$ cat src/pec_div.sv
// ----------------------------------------------------------------------------
// pec_div: pipelined normalized-time divider
// Clamps elapsed to the duration and forms floor(elapsed * 2^F / duration),
// one restoring quotient bit per stage.
// ----------------------------------------------------------------------------
`default_nettype none

module pec_div #(
  parameter int FRAC_BITS = 16
) (
  input  wire logic                 clk,
  input  wire logic                 rst_n,
  input  wire logic                 en,
  input  wire logic [15:0]          duration,
  input  wire logic                 in_valid,
  input  wire logic [15:0]          in_elapsed,
  output logic                      out_valid,
  output logic [FRAC_BITS:0]        out_p,
  output logic                      out_done
);

  logic [15:0]          rem_r  [0:FRAC_BITS];
  logic [FRAC_BITS-1:0] quo_r  [0:FRAC_BITS];
  logic                 vld_r  [0:FRAC_BITS];
  logic                 done_r [0:FRAC_BITS];

  always_ff @(posedge clk) begin
    if (!rst_n) begin
      for (int k = 0; k <= FRAC_BITS; k++) vld_r[k] <= 1'b0;
    end else if (en) begin
      vld_r[0] <= in_valid;
      for (int k = 0; k < FRAC_BITS; k++) vld_r[k+1] <= vld_r[k];
    end
  end

  always_ff @(posedge clk) begin
    logic [16:0] trial;
    if (en) begin
      done_r[0] <= (in_elapsed >= duration);
      rem_r[0]  <= in_elapsed;
      quo_r[0]  <= '0;
      for (int k = 0; k < FRAC_BITS; k++) begin
        trial       = {rem_r[k], 1'b0};
        done_r[k+1] <= done_r[k];
        if (trial >= {1'b0, duration}) begin
          rem_r[k+1] <= 16'(trial - {1'b0, duration});
          quo_r[k+1] <= {quo_r[k][FRAC_BITS-2:0], 1'b1};
        end else begin
          rem_r[k+1] <= trial[15:0];
          quo_r[k+1] <= {quo_r[k][FRAC_BITS-2:0], 1'b0};
        end
      end
    end
  end

  // A finished item (this covers a zero duration too) runs at full time.
  assign out_valid = vld_r[FRAC_BITS];
  assign out_done  = done_r[FRAC_BITS];
  assign out_p     = done_r[FRAC_BITS] ? {1'b1, {FRAC_BITS{1'b0}}}
                                       : {1'b0, quo_r[FRAC_BITS]};

`ifndef SYNTHESIS
  a_p_below_one: assert property (@(posedge clk) disable iff (!rst_n)
    (out_valid && !out_done) |-> !out_p[FRAC_BITS])
    else $error("normalized time reached one for an unfinished item");
`endif

endmodule

`default_nettype wire

$ cat config.mk
export PLATFORM = sky130hd
export DESIGN_NAME = pec_div
export DESIGN_NICKNAME = d
export VERILOG_FILES = /design/src/pec_div.sv
export SDC_FILE = /design/constraint.sdc
export NUM_CORES = 1
export LEC_CHECK = 0
export BUFFER_PORTS_ARGS = -buffer_cell sky130_fd_sc_hd__buf_4
export CORE_MARGIN = 10
export CORE_UTILIZATION = 50
export CTS_CLUSTER_SIZE = 12
export DETAILED_ROUTE_END_ITERATION = 10
export PLACE_DENSITY = 0.66
export SYNTH_ARGS = -nofsm -noshare
export SYNTH_HDL_FRONTEND = slang
export SYNTH_SLANG_ARGS = --single-unit
$ cat constraint.sdc
create_clock -name clk -period 7.33 [get_ports clk]
set_input_delay 1.466 -clock clk [delete_from_list [all_inputs] [get_ports clk]]
set_output_delay 1.466 -clock clk [all_outputs]
set_load 0.02 [all_outputs]
Word level (Yosys, flattened, before mapping)
Memories as Yosys holds them, arrays and structs flattened.
Cells that the tools add are included.

operators by class
  add/sub/neg operators = 16
  $lt $le $gt $ge = 17
  muxes and demuxes = 151
  bitwise operators = 49

operator list
  operator                        number
  two-way mux 16 bit              32
  >= comparator 17 x 16 -> 1 bit  16
  subtractor 16 bit               16
  two-way mux 1 bit               118
  OR 1 bit                        49
  two-way mux 17 bit              1
  >= comparator 16 bit            1

word-level totals
  flip-flop bits (word level) = 0
  RAM bits = 578
  input port bits = 36
  output and inout bits = 19
  logic and storage cells = 237
  memories kept = 4

memories
  memory  depth  width  rd ports  clocked after memory_dff  wr ports  line  source
  quo_r   17     16     17        0                         17        23    logic [FRAC_BITS-1:0] quo_r [0:FRAC_BITS];
  rem_r   17     16     16        0                         17        22    logic [15:0] rem_r [0:FRAC_BITS];
  done_r  17     1      17        0                         17        25    logic done_r [0:FRAC_BITS];
  vld_r   17     1      17        0                         17        24    logic vld_r [0:FRAC_BITS];

Depth between registers and ports, before layout
Gate-level depths: netlist of the first run.

  depth after elaboration = 5
  depth in mapped cells = 12
  gate-level depth less buffers = 11

Worst setup path before layout of the first run
No wires, ideal clock.

  path kind = input -> register
  start point = input port duration[0]
  end point = memory rem_r[8][1] (data pin)
  library setup time = 260 ps
  arrival time = 3898 ps
  data required time = 7070 ps
  path slack = 3172 ps
  stages = 11
  buffers on the path = 4
  path through = buf_4 -> clkbuf_1 -> clkinv_1 -> ha_1 -> and4_1 -> or4_1 -> a21oi_1 -> o21ba_2 -> buf_2 -> buf_2 -> o21ai_0

RTL lines
  item                line  source
  start: declaration  14    input wire logic [15:0] duration,
  end: declaration    22

==> results of run 1 <==
## worst max-delay path: stages
cell and delay, ns:
buf_4 0.11, inv_1 0.61, buf_4 0.40, ha_1 0.33, a21oi_1 0.26, nand2b_1 0.09
o31ai_1 0.41, a31oi_1 0.25, nor3_1 0.28, o211ai_2 0.11, buf_4 0.26, mux2_2 0.32
## power by group through the flow
stage               logic (mW)  registers (mW)  clock network [mW]
global placement          5.32            4.25                   0
global route              6.19            4.27                2.48
floorplan                 4.46            4.00                   0
CTS                       5.51            4.21                2.38
detailed placement        5.46            4.25                   0
finish                    5.53            4.22                2.33
## how the worst min path moves through the flow
stage	startpoint	endpoint	slack, ns	depth (start not counted)
finish	quo_r[6][0]$_DFFE_PP_	quo_r[7][1]$_DFFE_PP_	0.39	0
global placement	quo_r[12][4]$_DFFE_PP_	quo_r[13][5]$_DFFE_PP_	0.40	0
global route	quo_r[6][0]$_DFFE_PP_	quo_r[7][1]$_DFFE_PP_	0.39	0
detailed placement	quo_r[9][8]$_DFFE_PP_	quo_r[10][9]$_DFFE_PP_	0.40	0
floorplan	done_r[0][0]$_DFFE_PP_	done_r[0][1]$_DFFE_PP_	0.40	0
CTS	quo_r[6][0]$_DFFE_PP_	quo_r[7][1]$_DFFE_PP_	0.39	0
## metrics by stage
step	total power [mW]	setup WS [ns]	area [um^2]	instances	hold WS, ns
3_5_place_dp	9.70	2.20	28500	3119	0.405
6_report	12.1	2.76	30100	3208	0.394
3_3_place_gp	9.57	2.19	28500	3119	0.400
5_1_grt	12.9	2.46	30100	3208	0.393
4_1_cts	12.1	2.84	30100	3208	0.387
2_1_floorplan	8.46	3.17	27300	2394	0.400
## flip-flops by register name, summed over array words and instances, names as in the netlist
signal and count:
done_r 17, vld_r 17, rem_r 256, quo_r 136
## cell families after synthesis
family / Yosys count / synth area share
AO/OA/AOI/OAI: 626 / 0.147
XOR/XNOR: 184 / 0.0591
adder cells (fa/ha/maj): 286 / 0.135
buffers and inverters: 133 / 0.0200
flip-flops: 426 / 0.469
multiplexers: 145 / 0.0604
AND/OR/NAND/NOR: 594 / 0.110
## synth_stat cells (16+ instances only)
| library cell | instances |
|---|---|
| nand2_1 | 131 |
| a21o_1 | 70 |
| nor2_1 | 155 |
| xnor2_1 | 115 |
| mux2_2 | 128 |
| and3_1 | 33 |
| inv_1 | 78 |
| o21a_1 | 47 |
| nand4_1 | 31 |
| nor3_1 | 29 |
| a21oi_1 | 206 |
| nand2b_1 | 43 |
| o21ai_0 | 128 |
| a211oi_1 | 16 |
| o31a_1 | 16 |
| xor2_1 | 69 |
| ha_1 | 271 |
| edfxtp_1 | 425 |
| nand3_1 | 34 |
| o211ai_1 | 19 |
| clkbuf_1 | 33 |
| nor2b_1 | 61 |
| and2_1 | 25 |
| o21bai_1 | 18 |
## cell type report
| class | instances | area (um^2) |
|---|---|---|
| clock buffer | 60 | 1280 |
| clock inverter | 29 | 239 |
| fill | 4493 | 23900 |
| inverter | 79 | 297 |
| multi-input combinational | 1835 | 14000 |
| sequential | 426 | 12800 |
| tap | 696 | 871 |
| timing repair buffer | 83 | 631 |
## routing by layer
layer / global-route usage / vias to the layer above / share of wire
met5: 0 / - / 0
met4: 0.0724 / 0 / 0.034
met3: 0.0253 / 118 / 0.045
met2: 0.335 / 464 / 0.47
met1: 0.256 / 9190 / 0.45
li1: - / 9208 / -
==> flow_summary.toml, run 1 <==
[run_status]
status = "complete, no violations"

[cells_and_area]
nets = 2796
final_cell_mix = "edfxtp_1, ha_1, a21oi_1, nor2_1, nand2_1"
drive_gt1_frac = 0.128
syn_to_final_growth_pct = 10.2
fin_util = 0.557
final_common_cell = "edfxtp_1"
antenna_cells = 0

[pwr]
pwr-share-seq = 0.349
peakVddDrop_mv = 0.208
power.density_nw_per_um2 = 402
power.internal_mw = 7.68
power.leakage_nw = 11.9
p_clk_frac = 0.193
netSwitchingFraction = 0.364
switchingPower_mw = 4.40
p_comb_frac = 0.458

[setup_path]
worstPathMaxFanout = 28
crit_required_ns = 7.68
reg2reg_to = "rem_r[4][4]$_DFFE_PP_"
regToRegStartpoint = "rem_r[3][5]$_DFFE_PP_"
ff2ff_setup_slack_ns = 4.26
worstSetupPathType = "input port to register"
startpoint = "duration[8]"
critPathLaunchType = "input port"
crit_path_end = "rem_r[14][5]$_DFFE_PP_"
end_kind = "register"
worstRegToRegCells = 9
arrival_ns = 4.92

[floorplan]
io_pins = 55
die_h_um = 254
dieArea_um2 = 64300
start_util = 0.506
die_w_um = 254
core_um2 = 53900
fp-row-count = 85

[synth]
yosys.area.top_type_share = 0.468
seq_area_frac_synth = 0.469
synth_top_cells_by_area = "edfxtp_1, ha_1, mux2_2"
synthesis.nets = 2716
ys_ff_latch = 426
syn_area_um2 = 27300
yosysWarnings = 0
yosys.area.top_type = "edfxtp_1"
synthCells = 2394
syn_avg_cell_area_um2 = 11.4
async_flop_share = 0
synth_edf_count = 425
synth_flop_cell = "edfxtp_1"
yosysUniqueCellTypes = 76

[clock_network]
cts_root_buf = "clkbuf_16"
hold_buffers = 0
htreeDepth = 2
cts_resized = 0
post_cts_buffers = 0
clkTransAtPathRegs_ns = 0.06
clkLatencyLatePin_ns = 0.61
cts_buffer_depth = 3
cts_made_buffers = 49
cts_tree = "yes"
clock-sinks = 426

[sta]
rsz0062_at_grt = "false"
drv_slew = 0
setup_viol = 0
min_period_over_period = 0.624
fin_crit_ns = 4.57
max_freq_mhz = 219
tns_ns = 0
skew_ns = 0.0227
max-slew-margin-rel = 0.303
worst-slew-pin-transition_ns = 1.04
hold_viol_final = 0

[global_route]
grt_max_degree = 63
grt_util_all_layers = 0.198
grt_overflow = 0
grt_pass1_wl_um = 101000
antenna_found_initial = 0
grt_pass1_vias = 18700

[drt]
drcViolationCount = 0
routedWlPerCell_um = 19.9
drt-total-wl_um = 63900
viasPerCell = 5.92
ant_nets = 0
dr.pass1.iters = 5
vias = 19000
drt_iter0_markers = 1313

[worst_hold_path]
worstHoldPathType = "register to register"

[place]
dpl.hpwl_um = 44400
io_buffer_count = 54
gp_congestion = 0.895

[flow_run]
cap_violations = 0
Power figures use the tool's default switching activity.
==> run 2: changes to the inputs <==
==> constraint.sdc (replaced) <==
create_clock -name clk -period 4.6 [get_ports clk]
set_input_delay 0.92 -clock clk [delete_from_list [all_inputs] [get_ports clk]]
set_output_delay 0.92 -clock clk [all_outputs]
set_load 0.02 [all_outputs]
==> run 2 against run 1 <==
Count of clock-buffer cells in the layout grew 2. Setup slack lost 1.8 ns. Power grew 60%. Non-clock buffer count grew 32. Critical path type unchanged. Design area grew 0.86%. Die area is the same. Routed wire length shrank 0.39%. Register-to-register slack lost 3.0 ns. Via count grew 0.67%. Combinational power grew 61%. Clock skew shrank 0.0039 ns. Highest routed layer unchanged.
==> flow_summary.toml, run 2 (synthesis gave the netlist of run 1 again) <==
[sta]
drv_slew = 0
skew_ns = 0.0188
setup_viol = 0
max_freq_mhz = 275
fin_crit_ns = 3.63
hold_viol_final = 0
min_period_over_period = 0.790
tns_ns = 0
max-slew-margin-rel = 0.116
rsz0062_at_grt = "false"
worst-slew-pin-transition_ns = 1.32

[cells_and_area]
final_common_cell = "edfxtp_1"
nets = 2828
largest_reg_flops = 256
top_register = "rem_r"
antenna_cells = 0
top_regs = "rem_r: 256 flops, quo_r: 136 flops"
fillers = 4547
design_area_um2 = 30300
drive_gt1_frac = 0.138
syn_to_final_growth_pct = 11.1
final_cell_mix = "edfxtp_1, ha_1, a21oi_1, nor2_1, nand2_1"

[drt]
vias = 19100
drt_iter0_markers = 1236
dr.pass1.iters = 6
viasPerCell = 5.90
routedWlPerCell_um = 19.7
drcViolationCount = 0
ant_nets = 0
drt-total-wl_um = 63700

[floorplan]
die_h_um = 254
die_w_um = 254
core_um2 = 53900
io_pins = 55
dieArea_um2 = 64300
fp-row-count = 85
start_util = 0.506

[clock_network]
cts_made_buffers = 49
cts_tree = "yes"
cts_buffer_depth = 3
htreeDepth = 2
clkLatencyLatePin_ns = 0.60
cts_resized = 0
clkTransAtPathRegs_ns = 0.06
cts_root_buf = "clkbuf_16"
clock-sinks = 426
post_cts_buffers = 0
hold_buffers = 0

[run_status]
status = "complete, no violations"

[global_route]
grt_max_degree = 77
antenna_found_initial = 0
grt_util_all_layers = 0.197
grt_pass1_wl_um = 101000
grt_overflow = 0
grt_pass1_vias = 18900

[flow_run]
cap_violations = 0

[setup_path]
crit_chain = "buf_4 > inv_1 > ha_1 > nand3_1 > nor3b_1 > a21oi_1 > o21ai_2 > mux2_2"
worstPathMaxFanout = 17
end_kind = "register"
arrival_ns = 3.97
max_stage_delay_ns = 0.79
critPathLaunchType = "input port"
crit_required_ns = 4.94
crit_family = "compound AO/OA/AOI/OAI gates"
worstSetupPathType = "input port to register"
crit_slowest_cell = "inv_1"
critPathBufInv = 2

[pwr]
power.density_nw_per_um2 = 638
peakVddDrop_mv = 0.305
power.leakage_nw = 12.0

[worst_hold_path]
worstHoldPathType = "register to register"

[place]
dpl.hpwl_um = 46300
gp_congestion = 0.913
io_buffer_count = 54
placed_area_um2 = 28800
==> run 2: layout make-up <==
type / count / area (um^2) / share of cell area
timing repair buffer: 115 / 896 / 0.0296
tap: 696 / 871 / 0.0287
clock buffer: 62 / 1270 / 0.0421
clock inverter: 24 / 235 / 0.00776
multi-input combinational: 1835 / 14000 / 0.460
sequential: 426 / 12800 / 0.422
inverter: 79 / 297 / 0.00978
==> run 2: final timing paths <==
kind / start / endpoint / slack [ns] / depth (start not counted)
min reg2reg: quo_r[8][3]$_DFFE_PP_ / quo_r[9][4]$_DFFE_PP_ / 0.40 / 0
max: duration[11] / rem_r[4][2]$_DFFE_PP_ / 0.97 / 8
min: quo_r[8][3]$_DFFE_PP_ / quo_r[9][4]$_DFFE_PP_ / 0.40 / 0
max reg2reg: rem_r[14][0]$_SDFFCE_PP0P_ / rem_r[15][15]$_DFFE_PP_ / 1.28 / 8
==> run 2: through the flow <==
step           power, mW  setup slack (ns)  cells  hold slack (ns)  utilization
6_report            19.3             0.965   3237            0.405        0.562
3_5_place_dp        15.5             0.334   3151            0.405        0.534
3_3_place_gp        15.3             0.454   3151            0.400        0.534
2_1_floorplan       13.5             0.988   2394            0.400            -
5_1_grt             20.7             0.772   3237            0.417        0.562
4_1_cts             19.4             0.952   3237            0.400        0.562
==> run 2: report_power, final <==
part | switching, mW | internal, mW
Sequential | 0.714 | 5.99
Combinational | 4.69 | 4.20
Clock | 1.57 | 2.18
Total | 6.97 | 12.4
==> run 2: per-layer routing <==
metal	share of wire	vias up	global-route usage
met4	0.037	0	0.0800
met3	0.044	132	0.0246
li1	-	9289	-
met1	0.45	9223	0.260
met2	0.46	463	0.324
met5	0	-	0
